File: config.mk
export PLATFORM = sky130hd
export DESIGN_NAME = cup_drop_motor_controller_core_flat
export DESIGN_NICKNAME = d
export VERILOG_FILES = /design/src/hdl/cdm_pkg.sv /design/src/hdl/cdm_if.sv /design/src/hdl/cdm_step.sv /design/src/hdl/cup_drop_motor_controller_core.sv /design/src/flat_wrapper.sv
export SDC_FILE = /design/constraint.sdc
export NUM_CORES = 1
export LEC_CHECK = 0
export ABC_AREA = 1
export BUFFER_PORTS_ARGS = -buffer_cell sky130_fd_sc_hd__buf_2
export CORE_AREA = 8 8 110 153
export DETAILED_ROUTE_END_ITERATION = 10
export DIE_AREA = 0 0 118 161
export GPL_ROUTABILITY_DRIVEN = 0
export HOLD_SLACK_MARGIN = 0.1
export PLACE_DENSITY = 0.58
export SYNTH_ARGS = -nofsm -noshare
export SYNTH_HDL_FRONTEND = slang
export SYNTH_SLANG_ARGS = --single-unit
File: constraint.sdc
create_clock -name clk_i -period 4.2 [get_ports clk_i]
set_clock_uncertainty 0.05 [all_clocks]
set_input_delay 0.21 -clock clk_i [delete_from_list [all_inputs] [get_ports clk_i]]
set_output_delay 0.21 -clock clk_i [all_outputs]
set_load 0.01 [all_outputs]
File: src/hdl/cdm_pkg.sv
// Cup-drop motor controller: shared types and constants.
// No dependencies; cdm_step.sv and the core file import this package, cdm_if.sv does not.
package cdm_pkg;

  // Request command codes
  typedef enum logic [1:0] {
    CMD_TICK  = 2'd0,
    CMD_START = 2'd1,
    CMD_ABORT = 2'd2,
    CMD_NONE  = 2'd3
  } cmd_e;

  // Configuration register indexes
  typedef enum logic [1:0] {
    REG_AWAY    = 2'd0,
    REG_BACK    = 2'd1,
    REG_RELEASE = 2'd2,
    REG_TIMEOUT = 2'd3
  } reg_idx_e;

  localparam int unsigned CfgDataW = 16;

  localparam logic [7:0]  AwayReset    = 8'd50;
  localparam logic [7:0]  BackReset    = 8'd10;
  localparam logic [7:0]  ReleaseReset = 8'd30;
  localparam logic [15:0] TimeoutReset = 16'd800;

  localparam logic [15:0] RunTimerMax = 16'hFFFF;

  typedef struct packed {
    logic [7:0]  away_ticks;
    logic [7:0]  back_ticks;
    logic [7:0]  release_ticks;
    logic [15:0] timeout_ticks;
  } cfg_t;

  typedef struct packed {
    logic        active;
    logic        drop_ok;
    logic        left_rest;
    logic        returned;
    logic [15:0] run_timer;
    logic [8:0]  leave_count;
    logic [7:0]  return_count;
    logic [7:0]  release_count;
  } state_t;

  typedef struct packed {
    logic motor_on;
    logic busy_res;
    logic finished;
    logic success;
  } res_t;

endpackage

File: src/hdl/cdm_if.sv
// Cup-drop motor controller: request and result stream interfaces.
// Valid/ready handshake; depends on no package.
interface cdm_req_if;
  logic       valid;
  logic       ready;
  logic [1:0] command;
  logic       switch_level;

  modport source (output valid, command, switch_level, input ready);
  modport sink   (input valid, command, switch_level, output ready);
endinterface

interface cdm_res_if;
  logic valid;
  logic ready;
  logic motor_on;
  logic busy_res;
  logic finished;
  logic success;

  modport source (output valid, motor_on, busy_res, finished, success, input ready);
  modport sink   (input valid, motor_on, busy_res, finished, success, output ready);
endinterface

File: src/hdl/cdm_step.sv
// Cup-drop motor controller: next-state and result logic for one request.
// Purely combinational; uses cdm_pkg.
module cdm_step import cdm_pkg::*; (
  input  cfg_t       cfg_i,
  input  state_t     state_i,
  input  logic [1:0] command_i,
  input  logic       switch_level_i,
  output state_t     state_o,
  output res_t       res_o
);

  state_t s;
  logic   fin;
  cmd_e   cmd;

  assign cmd = cmd_e'(command_i);

  always_comb begin
    s   = state_i;
    fin = 1'b0;
    case (cmd)
      CMD_START: begin
        s.active  = 1'b1;
        s.drop_ok = 1'b0;
      end
      CMD_ABORT: begin
        s.active = 1'b0;
      end
      CMD_TICK: begin
        if (state_i.active) begin
          // run timer, saturating
          if (s.run_timer != RunTimerMax) s.run_timer = s.run_timer + 16'd1;

          // debounce switch leaving rest
          if (!switch_level_i) begin
            if (s.leave_count > {1'b0, cfg_i.away_ticks}) s.left_rest = 1'b1;
            else s.leave_count = s.leave_count + 9'd1;
          end else begin
            s.leave_count = '0;
          end

          // debounce return; release delay starts on first confirmed return
          if (s.left_rest) begin
            if (switch_level_i) begin
              if (s.return_count < cfg_i.back_ticks) s.return_count = s.return_count + 8'd1;
              if (s.return_count >= cfg_i.back_ticks && !s.returned) begin
                s.returned      = 1'b1;
                s.release_count = '0;
              end
            end else begin
              s.return_count = '0;
            end
          end

          // release delay
          if (s.returned) begin
            if (s.release_count >= cfg_i.release_ticks) begin
              s.active  = 1'b0;
              s.drop_ok = 1'b1;
              fin       = 1'b1;
            end else begin
              s.release_count = s.release_count + 8'd1;
            end
          end

          // timeout takes precedence
          if (s.run_timer >= cfg_i.timeout_ticks) begin
            s.active  = 1'b0;
            s.drop_ok = 1'b0;
            fin       = 1'b1;
          end
        end else begin
          s.run_timer     = '0;
          s.release_count = '0;
          s.left_rest     = 1'b0;
          s.returned      = 1'b0;
        end
      end
      default: begin
        // unused code: no state change
      end
    endcase
  end

  assign state_o        = s;
  assign res_o.motor_on = s.active;
  assign res_o.busy_res = s.active;
  assign res_o.finished = fin;
  assign res_o.success  = s.drop_ok;

endmodule

File: src/hdl/cup_drop_motor_controller_core.sv
// Cup-drop motor controller top level: request register, step logic, result register.
// Uses cdm_pkg, cdm_req_if, cdm_res_if and cdm_step.

// One request per clock cycle, sustained while results are taken. A request
// is taken into an input register, then runs through the step logic, which
// updates the controller state and loads the result register at the same
// edge, once the result register is empty or being read. The request side
// stays ready while a result is waiting, as long as the input register is
// empty or can move on; results keep request order, one result per request.
// Configuration writes should only be made while no request is in flight.
module cup_drop_motor_controller_core import cdm_pkg::*; (
  input  logic                clk_i,
  input  logic                rst_ni,
  input  logic                cfg_we_i,
  input  logic [1:0]          cfg_idx_i,
  input  logic [CfgDataW-1:0] cfg_data_i,
  cdm_req_if.sink             req_i,
  cdm_res_if.source           res_o
);

  cfg_t       cfg_q;
  state_t     state_q, state_d;
  res_t       res_d, res_q;
  logic       in_vld_q, out_vld_q;
  logic [1:0] cmd_q;
  logic       sw_q;
  logic       advance;
  logic       in_take;

  // Handshake control
  assign advance     = in_vld_q && (!out_vld_q || res_o.ready);
  assign req_i.ready = !in_vld_q || advance;
  assign in_take     = req_i.valid && req_i.ready;

  // Configuration registers
  always_ff @(posedge clk_i or negedge rst_ni) begin
    if (!rst_ni) begin
      cfg_q.away_ticks    <= AwayReset;
      cfg_q.back_ticks    <= BackReset;
      cfg_q.release_ticks <= ReleaseReset;
      cfg_q.timeout_ticks <= TimeoutReset;
    end else if (cfg_we_i) begin
      case (reg_idx_e'(cfg_idx_i))
        REG_AWAY:    cfg_q.away_ticks    <= cfg_data_i[7:0];
        REG_BACK:    cfg_q.back_ticks    <= cfg_data_i[7:0];
        REG_RELEASE: cfg_q.release_ticks <= cfg_data_i[7:0];
        REG_TIMEOUT: cfg_q.timeout_ticks <= cfg_data_i[15:0];
        default: ;
      endcase
    end
  end

  // Input register
  always_ff @(posedge clk_i or negedge rst_ni) begin
    if (!rst_ni) begin
      in_vld_q <= 1'b0;
    end else if (req_i.ready) begin
      in_vld_q <= req_i.valid;
    end
  end

  always_ff @(posedge clk_i) begin
    if (in_take) begin
      cmd_q <= req_i.command;
      sw_q  <= req_i.switch_level;
    end
  end

  // Step logic
  cdm_step u_step (
    .cfg_i          (cfg_q),
    .state_i        (state_q),
    .command_i      (cmd_q),
    .switch_level_i (sw_q),
    .state_o        (state_d),
    .res_o          (res_d)
  );

  // Controller state, updated once per request
  always_ff @(posedge clk_i or negedge rst_ni) begin
    if (!rst_ni) begin
      state_q <= '0;
    end else if (advance) begin
      state_q <= state_d;
    end
  end

  // Result register
  always_ff @(posedge clk_i or negedge rst_ni) begin
    if (!rst_ni) begin
      out_vld_q <= 1'b0;
    end else if (advance) begin
      out_vld_q <= 1'b1;
    end else if (res_o.ready) begin
      out_vld_q <= 1'b0;
    end
  end

  always_ff @(posedge clk_i) begin
    if (advance) res_q <= res_d;
  end

  assign res_o.valid    = out_vld_q;
  assign res_o.motor_on = res_q.motor_on;
  assign res_o.busy_res = res_q.busy_res;
  assign res_o.finished = res_q.finished;
  assign res_o.success  = res_q.success;

  // Assertions
  a_returned_needs_left: assert property (@(posedge clk_i) disable iff (!rst_ni)
    state_q.returned |-> state_q.left_rest)
    else $error("return confirmed without departure");

  a_finish_not_busy: assert property (@(posedge clk_i) disable iff (!rst_ni)
    (out_vld_q && res_q.finished) |-> !res_q.busy_res)
    else $error("finished pulse while cycle still busy");

  a_advance_loads_result: assert property (@(posedge clk_i) disable iff (!rst_ni)
    advance |=> out_vld_q)
    else $error("processed request did not produce a result");

endmodule
File: src/flat_wrapper.sv
// flat-port wrapper written by rule: the top's interface ports become plain ports
module cup_drop_motor_controller_core_flat import cdm_pkg::*;
  (clk_i, rst_ni, cfg_we_i, cfg_idx_i, cfg_data_i, req_i_valid, req_i_command, req_i_switch_level, req_i_ready, res_o_valid, res_o_motor_on, res_o_busy_res, res_o_finished, res_o_success, res_o_ready);
  cdm_req_if req_i_i ();
  cdm_res_if res_o_i ();
  input  logic clk_i;
  input  logic rst_ni;
  input  logic cfg_we_i;
  input  logic [1:0] cfg_idx_i;
  input  logic [CfgDataW-1:0] cfg_data_i;
  input wire logic [$bits(req_i_i.valid)-1:0] req_i_valid;
  input wire logic [$bits(req_i_i.command)-1:0] req_i_command;
  input wire logic [$bits(req_i_i.switch_level)-1:0] req_i_switch_level;
  output wire logic [$bits(req_i_i.ready)-1:0] req_i_ready;
  output wire logic [$bits(res_o_i.valid)-1:0] res_o_valid;
  output wire logic [$bits(res_o_i.motor_on)-1:0] res_o_motor_on;
  output wire logic [$bits(res_o_i.busy_res)-1:0] res_o_busy_res;
  output wire logic [$bits(res_o_i.finished)-1:0] res_o_finished;
  output wire logic [$bits(res_o_i.success)-1:0] res_o_success;
  input wire logic [$bits(res_o_i.ready)-1:0] res_o_ready;
  assign req_i_i.valid = req_i_valid;
  assign req_i_i.command = req_i_command;
  assign req_i_i.switch_level = req_i_switch_level;
  assign req_i_ready = req_i_i.ready;
  assign res_o_valid = res_o_i.valid;
  assign res_o_motor_on = res_o_i.motor_on;
  assign res_o_busy_res = res_o_i.busy_res;
  assign res_o_finished = res_o_i.finished;
  assign res_o_success = res_o_i.success;
  assign res_o_i.ready = res_o_ready;
  cup_drop_motor_controller_core u_core (.clk_i(clk_i), .rst_ni(rst_ni), .cfg_we_i(cfg_we_i), .cfg_idx_i(cfg_idx_i), .cfg_data_i(cfg_data_i), .req_i(req_i_i), .res_o(res_o_i));
endmodule
# After elaboration in Yosys (flattened, before gate mapping)
# Index checks and enable logic that the tools add are counted.
[totals]
word_cells = 95
out_inout_bits = 6
input_bits = 26
ff_bits = 93
[op_classes]
mux = 40
addsub = 4
n_lt_le_gt_ge = 5
reduce_logical = 19
n_eq_ne = 8
[op_table]
columns = ["op", "n"]
rows = [
  ["two-way mux 16 bit", 6],
  ["two-way mux 8 bit", 11],
  ["two-way mux 18 bit", 1],
  ["two-way mux 9 bit", 2],
  ["adder 16 x 1 -> 16 bit, second input constant", 1],
  ["adder 8 x 1 -> 8 bit, second input constant", 2],
  [">= comparator 16 bit", 1],
  [">= comparator 8 bit", 2],
  ["inequality test 16 bit, second input constant", 1],
  ["two-way mux 1 bit", 14],
  ["AND reduction 2 bit", 6],
  ["adder 9 x 1 -> 9 bit, second input constant", 1],
  ["greater-than comparator 9 x 8 -> 1 bit", 1],
  ["< comparator 8 bit", 1],
  ["two-way mux 2 bit", 4],
  ["AND reduction 4 bit", 2],
  ["equality test 2 bit, second input constant", 3],
  ["equality test 2 x 1 -> 1 bit, second input constant", 2],
  ["zero test 2 bit", 2],
  ["logical AND 1 bit", 3],
  ["zero test 1 bit", 3],
  ["inequality test 3 bit, second input constant", 1],
  ["case mux 1 bit (3 select lines)", 1],
  ["logical OR 1 bit", 2],
  ["other kinds (3)", 3],
]

# Logic depth before layout (Yosys ltp)
# Gate-level depths: netlist of the first run.
[logic_depth]
depth_word = 21
mapped_depth = 34
ltp_nobuf = 33

# By module
# Synthesis of the first run repeated with hierarchy kept, for this count alone.
[unflattened]
cells_unflattened = 923
hier_area_um2 = 6791.5
[modules_own_cells]
columns = ["module", "area_per_inst_um2", "instances", "seq_area_each_um2", "cells_per_inst"]
rows = [
  ["cup_drop_motor_controller_core", 3873.7, 1, 2402.3, 388],
  ["cdm_step", 2917.8, 1, 0.0, 535],
]

# Least setup slack after synthesis of the first run
# OpenSTA, ideal clock, no wires.
[synth_timing]
kind = "reg-to-reg"
startpoint = "register u_core.cfg_q[27] (netlist name)"
endpoint = "register u_core.state_q[5] (netlist name)"
setup_time_ps = 117
path_buffers = 1
stages_incl_launch_ff = 31
slack_ps = 285
arrival_time_ps = 3748
synth_period_minus_slack_ps = 3915
t_required_ps = 4033
cell_sequence = "dfstp_2 > inv_1 > ha_1 > nand2_1 > o21ai_0 > nand4_1 > nand2_1 > buf_2 > nand2_1 > o21ai_0 > inv_1 > ha_1 > nand2_1 > o21a_1 > nand2_1 > nand3_2 > nand2_1 > inv_1 > ha_1 > inv_1 > nor2_1 > o21ai_0 > nand2_1 > nand2_1 > nand3_1 > inv_1 > nand2_1 > nor2_1 > nand4_1 > nand3_1 > nand2_1"
[synth_between]
elab_chain_len = 17
elab_cells_between_ends = 23
classes_between = "add/sub: 1; order compare: 3; mux: 18; reduce/logical: 1"
[synth_rtl]
columns = ["element", "line", "source"]
rows = [
  ["start: declaration", "cup_drop_motor_controller_core.sv:21", "cfg_t cfg_q;"],
  ["< comparator 8 bit", "cdm_step.sv:45", "if (s.return_count < cfg_i.back_ticks) s.return_count = s.return_count + 8'd1;"],
  ["two-way mux 8 bit", "cdm_step.sv:45", ""],
  ["two-way mux 8 bit", "cdm_step.sv:44", "if (switch_level_i) begin"],
  ["two-way mux 8 bit", "cdm_step.sv:43", "if (s.left_rest) begin"],
  ["two-way mux 8 bit", "cdm_step.sv:30", "if (state_i.active) begin"],
  ["two-way mux 8 bit", "cdm_step.sv:21", "case (cmd)"],
  [">= comparator 8 bit *", "cdm_step.sv:46", "if (s.return_count >= cfg_i.back_ticks && !s.returned) begin"],
  ["logical AND 1 bit *", "cdm_step.sv:46", ""],
  ["two-way mux 8 bit", "cdm_step.sv:46", ""],
  ["two-way mux 8 bit", "cdm_step.sv:44", ""],
  ["two-way mux 16 bit", "cdm_step.sv:43", ""],
  ["two-way mux 16 bit", "cdm_step.sv:30", ""],
  ["two-way mux 16 bit", "cdm_step.sv:21", ""],
  ["adder 8 x 1 -> 8 bit or >= comparator 8 bit (tied branches)", "cdm_step.sv:62, cdm_step.sv:57", ""],
  ["two-way mux 8 bit", "cdm_step.sv:57", "if (s.release_count >= cfg_i.release_ticks) begin"],
  ["two-way mux 8 bit *", "cdm_step.sv:56", "if (s.returned) begin"],
  ["two-way mux 8 bit *", "cdm_step.sv:30", ""],
  ["end signal: assignment", "cup_drop_motor_controller_core.sv:84", "state_q <= state_d;"],
  ["end: declaration", "cup_drop_motor_controller_core.sv:22", "state_t state_q, state_d;"],
]
# Every way passes the cells marked *; elsewhere a longest branch is shown, timed or not. The select of a mux whose other input is x is not followed.
# A chain may end at the register's enable or synchronous reset.

# Worst setup path in the final report of the first run
# Ends and elaborated chain as after synthesis.

==> metrics list, run 1 <==
- The run finished with clean final reports.
* Core region area: 14,660 sq um
- Global routing used 14.65% of the available tracks.
- Summing every instance area after synthesis gives approximately 5700 sq um.
- The startpoint identified for the worst register-to-register timing path is u_core.cfg_q[27].
* Maximum fanout along the worst path: 5
- Critical path capture point: u_core.state_q[5]
* Maximum resistive drop on vdd: roughly 0.21 mV
* Root Buffer Master: sky130_fd_sc_hd__clkbuf_16
* Met1 layer usage reported by global route: between 10% and 20%
- Measured along the y axis, the die boundary spans 161 um.
- RR Endpoint: u_core.state_q[5]
- Number of global-route vias before repair: between 4,000 and 5,000
* Clock latency at the later pin of the worst-skew pair: approximately 0.35 ns
- Clk sink count: 93
- Yosys mapped a number of flops with a built-in enable equal to 6.
* Number of nets in the layout: a little under 900
- Wires add up to roughly 14,000 um.
- For this run, global-route usage on met3 was measured as between 2 and 3%.
- In this run the power density over the cells is roughly 420 nW/um^2.
* Number of buffers created by CTS: 9
- In this run the worst hold path is classified as in2reg.
- Sum of overflow across all layers after global routing: 0
- CTS tree: built
- Chip Width: around 120 um
- Type of the worst setup path: reg2reg
* Vias per inst: about 5
- Post-DR wirelength/cell: 13.93 um
* Critical Path Slowest Stage Cell: sky130_fd_sc_hd__dfstp_2
- The count of buffers added on input and output ports is 31.
- The cell count after synthesis came out at about 740.
* Sequential cell area fraction in the yosys report: between 40% and 50%
- The die covers 19,000 sq um.
* Final Hold Fails: 0
* First DRT Iteration DRCs: roughly 260
- The first detailed-routing pass ran for 6 iterations.
- DRC violation count after routing: 0
- Final-report setup violation count: 0
* Clk pin slew, worst setup/hold paths: 0.07 ns
- After floorplanning, the core was divided into 53 placement rows.
- Final-report max-slew violation count: 0
* Cell repeated most along the worst path: sky130_fd_sc_hd__nand2_2
- During I/O placement, the number of pins put on the boundary was 32.
* Leakage Power: roughly 3.6 nW
- Setup repair after global routing could not meet its margin everywhere.
- M2 GR Usage: 25.78%
* Total via count in the routed design: 5,022
- STA puts the critical path data arrival time at ~4.3 ns.
- The setup check on the worst reg-to-reg path leaves a slack of roughly 0.11 ns.
- Entering global routing, the biggest net connects 56 pins.
* Max_cap viols: 0
- For this run, asynchronously set or reset flops after synthesis account for around 94%.
- The worst setup path is captured at a flop.
- Data required time of the critical path: 4.38 ns
* Total power of the final layout: 2.945 mW
* Largest incremental delay on the critical path: 0.54 ns
* Max Freq: around 240 MHz
- For the worst flop-to-flop path, the logic depth is 30.
- The worst setup path is launched from a flop.
* Initial core utilization: 38.91%
- Measured against its own limit, the worst slew margin works out to between 20% and 30%.
- Net count after synthesis: 816
* Setup tns final: 0 ns
* Avg Inst Size Synth: 7.717 sq um
- Register bit count reported by yosys: 93
- Maximum clock path buffer count: 2
- In the synthesized netlist the dominant register cell turns out to be sky130_fd_sc_hd__dfrtp_1.
- Htree depth: 3
- For the pin with the worst max-slew slack, the measured transition is approximately 1.1 ns.
- After global routing, the most crowded layer is met2.
* Start point of the critical path: u_core.cfg_q[27]
- Synth cell types: 33
* Area Overhead vs Synth: 22.22%
- Of the cells placed in the final design, the portion with a size suffix greater than 1 is 18.67%.
- The first global-routing pass estimated 22,950 um of wire.
- Fin crit share: 97.37%
- The number of antenna violations at the first check in global routing is 0.
- Once detail routing completed, the nets flagged for antenna violations numbered 0.
- Number of warnings issued by yosys: 0
- The routed design could run at a clock period as short as between 4 and 5 ns.
* Detail Placement HPWL: between 10,000 and 15,000 um
- Antenna cell count: 0
==> stage by stage <==
step	hold slack [ns]	setup slack, ns	std cells	cell area, sq um	utilization, %
5_1_grt	0.1641	-0.09844	1001	6970	47.56
6_report	0.1309	0.1107	1001	6970	47.56
4_1_cts	0.1136	0.01483	996	6643	45.33
2_1_floorplan	-0.1356	0.2850	739	5703	-
3_3_place_gp	0.2659	-0.01145	966	6173	42.12
3_5_place_dp	0.2749	-0.1917	966	6173	42.12
==> metal layers <==
metal	vias to the layer above	wire, um	part of all wire [%]
met5	-	0	0
met3	27	458	3.3
met1	2398	6048	43
met2	99	7094	51
li1	2498	-	-
met4	0	337	2.4
==> synth_stat cells, types with 8 or more instances <==
cell / count / area [sq um]
sky130_fd_sc_hd__ha_1: 51 / 638.1
sky130_fd_sc_hd__xor2_1: 14 / 122.6
sky130_fd_sc_hd__nand2_1: 190 / 713.2
sky130_fd_sc_hd__dfrtp_1: 75 / 1877
sky130_fd_sc_hd__a21oi_1: 31 / 155.2
sky130_fd_sc_hd__inv_1: 135 / 506.7
sky130_fd_sc_hd__o21ai_0: 81 / 405.4
sky130_fd_sc_hd__dfstp_2: 12 / 315.3
sky130_fd_sc_hd__clkbuf_1: 8 / 30.03
sky130_fd_sc_hd__nor2_1: 40 / 150.1
sky130_fd_sc_hd__nand3_1: 29 / 145.1
sky130_fd_sc_hd__nor3_1: 9 / 45.04
sky130_fd_sc_hd__nand4_1: 14 / 87.58
==> layout by cell type, fill, tap and decap left out, types with 10 or more instances in the layout <==
| cell | netlist | routed |
|---|---|---|
| sky130_fd_sc_hd__o21ai_0 | 81 | 69 |
| sky130_fd_sc_hd__buf_2 | 5 | 30 |
| sky130_fd_sc_hd__ha_1 | 51 | 43 |
| sky130_fd_sc_hd__a21oi_1 | 31 | 28 |
| sky130_fd_sc_hd__dfrtp_1 | 75 | 75 |
| sky130_fd_sc_hd__inv_1 | 135 | 125 |
| sky130_fd_sc_hd__dfstp_2 | 12 | 12 |
| sky130_fd_sc_hd__inv_2 | 0 | 10 |
| sky130_fd_sc_hd__nand3_1 | 29 | 25 |
| sky130_fd_sc_hd__nand2_1 | 190 | 173 |
| sky130_fd_sc_hd__dlygate4sd3_1 | 0 | 14 |
| sky130_fd_sc_hd__nand4_1 | 14 | 14 |
| sky130_fd_sc_hd__xor2_1 | 14 | 13 |
| sky130_fd_sc_hd__clkbuf_16 | 0 | 10 |
| sky130_fd_sc_hd__nand2_2 | 3 | 16 |
| sky130_fd_sc_hd__buf_4 | 1 | 19 |
| sky130_fd_sc_hd__nor2_1 | 40 | 37 |
==> power by group <==
part | leakage, nW | internal, mW | switching [mW]
Sequential | 1.17 | 1.06 | 0.112
Clock | 0.156 | 0.504 | 0.369
Combinational | 2.26 | 0.362 | 0.542
==> critical path: cells and delay by family (launching register included) <==
kind / cells / cell delay (ns)
flops: 1 / 0.54
compound gates: 5 / 0.64
buf+inv: 5 / 0.38
simple gates: 17 / 1.55
fa+ha+maj: 3 / 0.80
==> cell type report <==
cell class                      count  area (sq um)
Fill cell                        1433          7685
Multi-Input combinational cell    498          3057
Sequential cell                    93          2372
Inverter                          135         506.7
Timing Repair Buffer               67         478.0
Clock buffer                       11         254.0
Tap cell                          192         240.2
Clock inverter                      5         62.56
==> registers in the layout, summed over array words and instances, names as in the netlist <==
signal and count:
u_core.cfg_q 40, u_core.cmd_q 2, u_core.in_vld_q 1, u_core.res_o.finished 1, u_core.res_o.motor_on 1, u_core.res_o.success 1
u_core.res_o.valid 1, u_core.state_q 45, u_core.sw_q 1
==> how the worst min path moves through the flow <==
stage,start,end,slack (ns),depth (start not counted)
6_report,cfg_data_i[4],u_core.cfg_q[36],0.13,3
5_1_grt,cfg_data_i[4],u_core.cfg_q[20],0.16,3
4_1_cts,cfg_data_i[4],u_core.cfg_q[36],0.11,3
3_5_place_dp,rst_ni,u_core.state_q[18],0.27,1
3_3_place_gp,rst_ni,u_core.state_q[18],0.27,1
2_1_floorplan,rst_ni,u_core.cfg_q[0],-0.14,0
==> cell families (layout without fill, tap and decap cells) <==
| logic type | after synthesis | after routing | share of synthesized area (%) |
|---|---|---|---|
| simple gates | 299 | 300 | 22.47 |
| buf+inv | 149 | 218 | 9.983 |
| compound gates | 130 | 130 | 12.02 |
| flops | 93 | 93 | 41.60 |
| fa+ha+maj | 51 | 51 | 11.19 |
| xor+xnor | 17 | 17 | 2.743 |
==> repair_timing <==
action / CTS / global route
gates cloned: 0 / 2
pin swaps: 0 / 23
hold buffers: 14 / 0
endpoints found under the hold margin: 61 / 0
resized for setup: 7 / 76
setup endpoints to repair: 12 / 13
setup buffers: 0 / 3
Note: power is estimated with default switching activity, not from simulation.
==> run 2: changes to the inputs <==
--- a/config.mk
+++ b/config.mk
@@ -6,13 +6,15 @@
 export NUM_CORES = 1
 export LEC_CHECK = 0
 export ABC_AREA = 1
-export BUFFER_PORTS_ARGS = -buffer_cell sky130_fd_sc_hd__buf_2
-export CORE_AREA = 8 8 110 153
+export CAP_MARGIN = 5
+export CORE_AREA = 8 8 120 166
 export DETAILED_ROUTE_END_ITERATION = 10
-export DIE_AREA = 0 0 118 161
+export DIE_AREA = 0 0 128 174
+export DONT_BUFFER_PORTS = 1
 export GPL_ROUTABILITY_DRIVEN = 0
 export HOLD_SLACK_MARGIN = 0.1
-export PLACE_DENSITY = 0.58
+export PLACE_DENSITY = 0.55
 export SYNTH_ARGS = -nofsm -noshare
 export SYNTH_HDL_FRONTEND = slang
+export SYNTH_HIERARCHICAL = 1
 export SYNTH_SLANG_ARGS = --single-unit
==> run 2 against run 1 <==
Compared with the run above:
- the flow now finishes with violations (negative setup slack)
- final area up 20%
- synthesized area up 19%
- critical path depth up 1
- cell count up 25%
- die area up 17%
- global-route usage up 2.8 points
- combinational power down 21%
- sequential power down 4%
- sequential cell count up 1
- highest routed layer unchanged
==> metrics list, run 2 <==
- The first-pass GRT wire length was 30,750 um (was 22,950 um).
- The via count of the routed design was 6,242 (was 5,022).
* Fraction of registers with async set or reset after synthesis: 92.55% (was 93.55%)
- The number of hold violations in the final report was 0 (unchanged).
- Cell types with the highest counts after synthesis: sky130_fd_sc_hd__nand2_1, sky130_fd_sc_hd__inv_1, sky130_fd_sc_hd__dfrtp_1, sky130_fd_sc_hd__nand3_1, sky130_fd_sc_hd__ha_1 (was sky130_fd_sc_hd__nand2_1, sky130_fd_sc_hd__inv_1, sky130_fd_sc_hd__o21ai_0, sky130_fd_sc_hd__dfrtp_1, sky130_fd_sc_hd__ha_1).
- The kind of path behind the tightest hold check is in2reg (unchanged).
- Floorplan row count: 58 (was 53)
* Register bit count reported by yosys: 94 (was 93)
- Root Buffer Master: sky130_fd_sc_hd__clkbuf_16 (unchanged)
- The worst relative slew slack came to 30.85% (was 29.31%).
* Number of instances in the synthesized netlist: 923 (was 739)
* Post-DR wirelength/cell: 15.61 um (was 13.93 um)
* Worst Setup End Kind: flop (unchanged)
- Total power of the final layout: 2.724 mW (was 2.945 mW)
- Main area contributors after synthesis: sky130_fd_sc_hd__dfrtp_1, sky130_fd_sc_hd__nand2_1, sky130_fd_sc_hd__ha_1 (unchanged)
- EDFF count, synth: 7 (was 6)
- The post-synthesis to final-layout area growth came to 23.31% (was 22.22%).
* Most common library cell in the layout ignoring fill and taps: sky130_fd_sc_hd__nand2_1 (unchanged)
* Min Clock Period, post-route: 4.247 ns (was 4.089 ns)
- Vias per inst: 4.994 (was 5.017)
* Register area: 2402 sq um (was 2372 sq um)
* Power Density: 325.3 nW/um^2 (was 422.6 nW/um^2)
- Most frequently used cell type in the post-synthesis netlist: sky130_fd_sc_hd__nand2_1 (unchanged)
- Global-route usage over all layers: 17.45% (was 14.65%)
* Number of input and output port buffers inserted: 0 (was 31)
- Fillers: 1,783 (was 1,433)
- Non-Filler Cell Area, Final: 8374 sq um (was 6970 sq um)
- Leading registers by flop count: u_core/state_q: 45 flops, u_core/cfg_q: 40 flops, u_core/cmd_q: 2 flops (was u_core.state_q: 45 flops, u_core.cfg_q: 40 flops, u_core.cmd_q: 2 flops)
* Die Footprint: 22,270 sq um (was 19,000 sq um)
- The post-layout net count came to 1,083 (was 881).
- RSZ-0062 raised after global routing: yes (unchanged).
- The top cell family by delay on the critical path was buffers and inverters (was simple AND/OR/NAND/NOR gates).
- Avg Inst Size Synth: 7.358 sq um (was 7.717 sq um)
- The number of flip-flops under the largest register name was 45 (unchanged).
* Antenna cell count: 0 (unchanged)
- Initial core utilization: 38.67% (was 38.91%)
- The worst hold slack is 0.1253 ns (was 0.1309 ns).
- The checks that failed: negative setup slack.
* Htree depth: 3 (unchanged)
- Max Freq: 235.4 MHz (was 244.5 MHz)
* Outcome: finished with violations (was completed)
- Worst setup margin: -0.04746 ns (was 0.1107 ns)
* Sum of overflow across all layers after global routing: 0 (unchanged)
* Clk sink count: 94 (was 93)
- Net count after synthesis: 1,000 (was 816)
* Proportion of layout cells with a drive suffix above 1: 21.49% (was 18.67%)
* Critical path data arrival time: 4.44 ns (was 4.27 ns)
- Post-Route WL: 19,510 um (was 13,940 um)
- The die span in y was 174 um (was 161 um).
* First drt pass iteration count: 6 (unchanged)
- The total DRC errors in the routed layout is 0 (unchanged).
* Critical path buffer and inverter count: 21 (was 5)
- The maximum number of buffers from clock root to sink is 2 (unchanged).
* Detail Placement HPWL: 12,940 um (was 10,100 um)
* Number of global-route vias before repair: 6,318 (was 4,976)
- The number of I/O pins is 32 (unchanged).
- Worst slack after detailed placement: -0.2070 ns (was -0.1917 ns)
* Path length in cells of the critical path: 31 (was 30)
- The total CTS buffers is 9 (unchanged).
- The critical path launch point type was a flop (unchanged).
- Data required time of the critical path: 4.39 ns (was 4.38 ns)
- CTS tree: built (unchanged)
- Multi-input logic area: 3926 sq um (was 3057 sq um)
* Type of the worst setup path: reg2reg (unchanged)
- The total of max-cap violations was 0 (unchanged).
- Leakage Power: 4.329 nW (was 3.583 nW)
* Cell area after synthesis: 6792 sq um (was 5703 sq um)
- Synth cell types: 45 (was 33)
- The largest net degree at the start of global routing came to 88 (was 56).
* Critical Path Slowest Stage Cell: sky130_fd_sc_hd__dfstp_2 (unchanged)
- Fin crit share: 101.1% (was 97.37%)
- The post-route antenna net violation count was 0 (unchanged).
* Cell repeated most along the worst path: sky130_fd_sc_hd__buf_4 (was sky130_fd_sc_hd__nand2_2)
* Maximum fanout along the worst path: 8 (was 5)
* Depth of the worst register-to-register path: 31 (was 30)
- Final-report max-slew violation count: 0 (unchanged)
- Maximum resistive drop on vdd: 0.1664 mV (was 0.2127 mV)
- The insertion delay of the later-clocked pin in the worst-skew pair is 0.35 ns (about the same).
- The sequential area share after synthesis came to 35.37% (was 41.60%).
* Number of warnings issued by yosys: 6 (was 0)
* Top register by number of flip-flops: u_core/state_q (was u_core.state_q)
- Core region area: 17,560 sq um (was 14,660 sq um)
- The pin slew with the least headroom to its limit is 1.034 ns (was 1.057 ns).
* Clk pin slew, worst setup/hold paths: 0.07 ns (about the same)
- The biggest area consumer among synthesized cells was sky130_fd_sc_hd__dfrtp_1 (unchanged).
* Largest incremental delay on the critical path: 0.54 ns (about the same)
- The total cell area at the placement stage was 7182 sq um (was 6173 sq um).
- The number of antenna violations at the first check in global routing was 0 (unchanged).
- Most frequent cells in the layout: sky130_fd_sc_hd__nand2_1, sky130_fd_sc_hd__inv_1, sky130_fd_sc_hd__dfrtp_1, sky130_fd_sc_hd__nand3_1, sky130_fd_sc_hd__buf_4 (was sky130_fd_sc_hd__nand2_1, sky130_fd_sc_hd__inv_1, sky130_fd_sc_hd__dfrtp_1, sky130_fd_sc_hd__o21ai_0, sky130_fd_sc_hd__ha_1).
- The most instantiated flip-flop cell in the synthesis netlist is sky130_fd_sc_hd__dfrtp_1 (unchanged).
- The initial detailed-routing violation count is 329 (was 256).
- The cell depth of the worst hold path came to 3 (unchanged).
- The number of endpoints failing setup at the final stage came to 6 (was 0).
- Fraction of synthesized cell area taken by the top area cell type: 27.63% (was 32.91%)
- The width of the chip came to 128 um (was 118 um).
==> run 2: changes by cell type in the layout (fill, tap and decap cells not counted), sizes merged, moves of 7 or more <==
cell	change
buf	+22
nand3	+49
nand2	+107
dlygate4sd3	+16
nand4	+17
o21ai	-31
o22ai	+7
==> run 2: cells by family (layout without fill, tap and decap cells) <==
family | after synthesis | in the layout | synth area share [%]
adders and majority gates | 51 | 51 | 9.396
DFF | 94 | 94 | 35.37
AOI/OAI and AO/OA | 106 | 106 | 9.525
buffers and inverters | 176 | 263 | 11.55
xor gates and xnor gates | 15 | 15 | 1.934
and+or+nand+nor | 481 | 481 | 32.22
==> run 2: layout make-up <==
class | count | area share [%]
clock inverters | 6 | 1.031
flip-flops and latches | 94 | 28.69
inverters | 143 | 6.440
well taps | 240 | 3.586
clock buffers | 9 | 2.689
multi-input cells | 653 | 46.88
repair buffers | 105 | 10.68
==> run 2: final timing paths <==
kind,startpoint,endpoint,slack [ns]
min,res_o_ready,u_core/in_vld_q,0.13
max,u_core/cfg_q[27],u_core/state_q[12],-0.05
max in group asynchronous,rst_ni,u_core/state_q[29],3.34
min in group asynchronous,rst_ni,u_core/cfg_q[31],0.37
max reg2reg,u_core/cfg_q[27],u_core/state_q[12],-0.05
min reg2reg,u_core/cfg_q[19],u_core/cfg_q[19],0.42
==> run 2: routing by layer <==
metal	wire (um)	GRT usage, %	vias up
met5	0	0	-
met4	858	9.896	0
met3	436	2.147	48
met2	10720	33.76	101
met1	7494	17.22	2942
li1	-	-	3151
==> run 2: worst register-to-register path, delay by kind of cell (launching register included) <==
kind	cells	cell delay [ns]
AO/OA/AOI/OAI	3	0.25
adder cells (fa/ha/maj)	1	0.24
buffers and inverters	21	2.53
AND/OR/NAND/NOR	6	0.51
flip-flops	1	0.54
==> run 2: timing repair <==
item / CTS / global route
cloned: 0 / 0
endpoints found under the hold margin: 134 / 0
pin swaps: 19 / 32
hold buffers: 31 / 0
setup buffers: 20 / 9
resized for setup: 21 / 59
setup endpoints to repair: 14 / 15
==> run 2: where the power goes <==
part | total (mW) | switching (mW) | leakage (nW) | internal (mW)
Sequential | 1.12 | 0.0874 | 1.19 | 1.03
Combinational | 0.715 | 0.447 | 2.99 | 0.269
Clock | 0.892 | 0.374 | 0.148 | 0.518
Total | 2.72 | 0.908 | 4.33 | 1.82
==> run 2: stage by stage <==
step | instances | util (%) | setup TNS, ns
3_3_place_gp | 1175 | 40.89 | -0.5096
4_1_cts | 1241 | 45.78 | 0
3_5_place_dp | 1175 | 40.89 | -1.665
6_report | 1250 | 47.68 | -0.1123
5_1_grt | 1250 | 47.68 | -4.043
2_1_floorplan | 923 | - | 0
==> run 3: changes to the inputs <==
--- a/config.mk
+++ b/config.mk
@@ -7,9 +7,9 @@
 export LEC_CHECK = 0
 export ABC_AREA = 1
 export CAP_MARGIN = 5
-export CORE_AREA = 8 8 120 166
+export CORE_AREA = 2 2 114 160
 export DETAILED_ROUTE_END_ITERATION = 10
-export DIE_AREA = 0 0 128 174
+export DIE_AREA = 0 0 116 162
 export DONT_BUFFER_PORTS = 1
 export GPL_ROUTABILITY_DRIVEN = 0
 export HOLD_SLACK_MARGIN = 0.1
==> run 3 against run 2 <==
Compared with the run above:
- the run still ends with negative setup slack left
- sequential share of layout area is 0.090 points higher
- cell count fell by 1.1%
- non-clock buffer count is 11 lower
- die area is 16% lower
- maximum frequency decreased by 1.9%
- final area shrank 0.31%
- setup slack lost 0.084 ns
- hold slack improved by 0.010 ns
- total power is 1.4% lower
- critical path type unchanged
==> metrics list, run 3 (synthesized netlist as in run 2, its figures left out) <==
* Power Density: 321.9 nW/um^2 (was 325.3 nW/um^2)
* Most common library cell in the layout ignoring fill and taps: sky130_fd_sc_hd__nand2_1 (unchanged)
- The total of max-cap violations was 0 (unchanged).
* Maximum resistive drop on vdd: 0.1975 mV (was 0.1664 mV)
- The number of sinks handled by clock tree synthesis was 94 (unchanged).
* Number of nets in the layout: 1,072 (was 1,083)
* Maximum fanout along the worst path: 8 (unchanged)
- Leading registers by flop count: u_core/state_q: 45 flops, u_core/cfg_q: 40 flops, u_core/cmd_q: 2 flops (unchanged).
- The via count of the first global-routing pass is 6,105 (was 6,318).
* Worst slew pin tran: 1.035 ns (was 1.034 ns)
- Antenna cell count: 0 (unchanged)
* Number of input and output port buffers inserted: 0 (unchanged)
- Startpoint type of the worst setup path: flop (unchanged)
- Worst setup margin: -0.1310 ns (was -0.04746 ns)
- The HPWL after detailed placement came to 12,620 um (was 12,940 um).
* Most frequent cells in the layout: sky130_fd_sc_hd__nand2_1, sky130_fd_sc_hd__inv_1, sky130_fd_sc_hd__dfrtp_1, sky130_fd_sc_hd__nand3_1, sky130_fd_sc_hd__buf_4 (unchanged)
- Max-Slew Margin vs Limit: 30.77% (was 30.85%)
* Internal power: 1.761 mW (was 1.816 mW)
- Chip Width: 116 um (was 128 um)
* Type of the worst setup path: reg2reg (unchanged)
- The maximum number of buffers from clock root to sink is 2 (unchanged).
- I/O pin cnt: 32 (unchanged)
* Top register by number of flip-flops: u_core/state_q (unchanged)
- The clock transition at the registers of the reported paths is 0.08 ns (was 0.07 ns).
- Combinational Power Share: 27.1% (was 26.3%)
- The portion of total power attributed to the clock network came to 31.0% (was 32.8%).
* Violated checks: negative setup slack (unchanged)
- Worst Setup End Kind: flop (unchanged)
* Pin count of the biggest net entering global routing: 88 (unchanged)
* Root Buffer Master: sky130_fd_sc_hd__clkbuf_16 (unchanged)
- RSZ-0062 raised after global routing: yes (unchanged).
- The number of search-and-repair iterations in the first detailed-routing pass is 4 (was 6).
- The leftover overflow at the end of global routing is 0 (unchanged).
* First DRT Iteration DRCs: 269 (was 329)
- The effective utilization at floorplan came to 39.35% (was 38.67%).
- First-pass GRT wire length: 30,070 um (was 30,750 um)
- Post-placement cell area: 7169 sq um (was 7182 sq um)
* DRC violation count after routing: 0 (unchanged)
- The number of hold violations in the final report was 0 (unchanged).
- The insertion delay of the later-clocked pin in the worst-skew pair is 0.35 ns (about the same).
* Core region area: 17,260 sq um (was 17,560 sq um)
* Number of routed nets with antenna violations: 0 (unchanged)
- The stage delay of the slowest cell on the critical path is 0.54 ns (about the same).
- Outcome: finished with violations (unchanged).
- The reported leakage power is 4.286 nW (was 4.329 nW).
- Post-Route Hold Slack: 0.1353 ns (was 0.1253 ns)
- The via density per instance came to 5.010 (was 4.994).
- The number of antenna violations at the first check in global routing is 0 (unchanged).
- The die area was 18,790 sq um (was 22,270 sq um).
* Non-Filler Cell Area, Final: 8348 sq um (was 8374 sq um)
- CTS tree: built (unchanged)
- Switching portion of total power: 34.46% (was 33.34%)
* Cell repeated most along the worst path: sky130_fd_sc_hd__nand2_2 (was sky130_fd_sc_hd__buf_4)
- Htree depth: 3 (unchanged)
- The via count of the routed design was 6,192 (was 6,242).
* Min Clock Period, post-route: 4.331 ns (was 4.247 ns)
* Worst hold path class: in2reg (unchanged)
- The worst path required time was 4.25 ns (was 4.39 ns).
* Number of buffers created by CTS: 9 (unchanged)
- Max Freq: 230.9 MHz (was 235.4 MHz)
- The post-synthesis to final-layout area growth was 22.92% (was 23.31%).
* Relative contribution of sequential cells to total power: 41.9% (was 41.0%)
- Final-report max-slew violation count: 0 (unchanged)
- The arrival time of the worst setup path came to 4.38 ns (was 4.44 ns).
* Final-report setup violation count: 7 (was 6)
* Die span in y: 162 um (was 174 um)
* Largest register FFs: 45 (unchanged)
* Floorplan row count: 57 (was 58)
- The number of fill cells in the layout was 1,747 (was 1,783).
- Post-Route WL: 18,540 um (was 19,510 um)
* Fin crit share: 103.1% (was 101.1%)
- Global-route usage over all layers: 20.58% (was 17.45%)
- The power spent charging and discharging nets is 0.9261 mW (was 0.9084 mW).
- The routed wire length per instance was 15.00 um (was 15.61 um).
- The layout cell share with drive strength beyond 1 came to 21.00% (was 21.49%).
* Critical Path Slowest Stage Cell: sky130_fd_sc_hd__dfstp_2 (unchanged)
run 3: metrics by stage:
| stage | setup slack (ns) | std cells | total power, mW | util, % | TNS (ns) |
|---|---|---|---|---|---|
| after floorplan | 0.1160 | 923 | 1.577 | - | 0 |
| after global placement | -0.2067 | 1170 | 1.718 | 41.54 | -1.966 |
| after detailed placement | -0.2839 | 1170 | 1.724 | 41.54 | -2.695 |
| after CTS | 0.002339 | 1222 | 2.652 | 46.24 | 0 |
| after global routing | -0.3859 | 1236 | 2.864 | 48.37 | -4.493 |
| final | -0.1310 | 1236 | 2.687 | 48.37 | -0.3852 |
run 3: layer usage:
metal | routed length (um) | part of all wire, % | track usage, % | vias to the layer above
li1 | - | - | - | 3126
met1 | 7184 | 39 | 21.86 | 2945
met2 | 10240 | 55 | 39.21 | 87
met3 | 362 | 2.0 | 2.537 | 34
met4 | 760 | 4.1 | 9.903 | 0
met5 | 0 | 0 | 0 | -
run 3: repair_timing:
| action | CTS | global route |
|---|---|---|
| gates resized for setup | 33 | 64 |
| endpoints found under the setup margin | 14 | 14 |
| hold endpoints to repair | 134 | 0 |
| cloned | 0 | 0 |
| hold buffers | 34 | 0 |
| buffers inserted | 2 | 14 |
| pin swaps | 27 | 52 |
run 3: final cells by class:
class	instances	area, sq um	area share (%)
clock buffer	11	254.0	3.043
clock inverter	5	43.79	0.5246
inverter	143	546.8	6.550
multi-input combinational	653	3979	47.66
sequential	94	2402	28.78
tap	236	295.3	3.537
timing repair buffer	94	827.0	9.907
run 3: final timing paths:
kind,start,end,slack [ns],cells past startpoint
max,u_core/cfg_q[25],u_core/res_o.motor_on,-0.13,30
min,res_o_ready,u_core/in_vld_q,0.14,3
max reg2reg,u_core/cfg_q[25],u_core/res_o.motor_on,-0.13,30
min reg2reg,u_core/cfg_q[17],u_core/cfg_q[17],0.42,2
max in group asynchronous,rst_ni,u_core/state_q[23],3.33,2
min in group asynchronous,rst_ni,u_core/state_q[15],0.36,2
run 3: critical path, delay by kind of cell, from the launching register on:
family | cells | cell delay, ns
and+or+nand+nor | 16 | 1.58
DFF | 1 | 0.54
adders and majority gates | 3 | 0.79
buffers and inverters | 8 | 0.76
AOI/OAI and AO/OA | 3 | 0.36
run 3: power by group through the flow:
stage / logic, mW / registers (mW) / clock network [mW]
5_1_grt: 0.825 / 1.14 / 0.897
3_5_place_dp: 0.579 / 1.15 / 0
2_1_floorplan: 0.473 / 1.10 / 0
4_1_cts: 0.665 / 1.13 / 0.859
6_report: 0.728 / 1.13 / 0.833
3_3_place_gp: 0.573 / 1.15 / 0
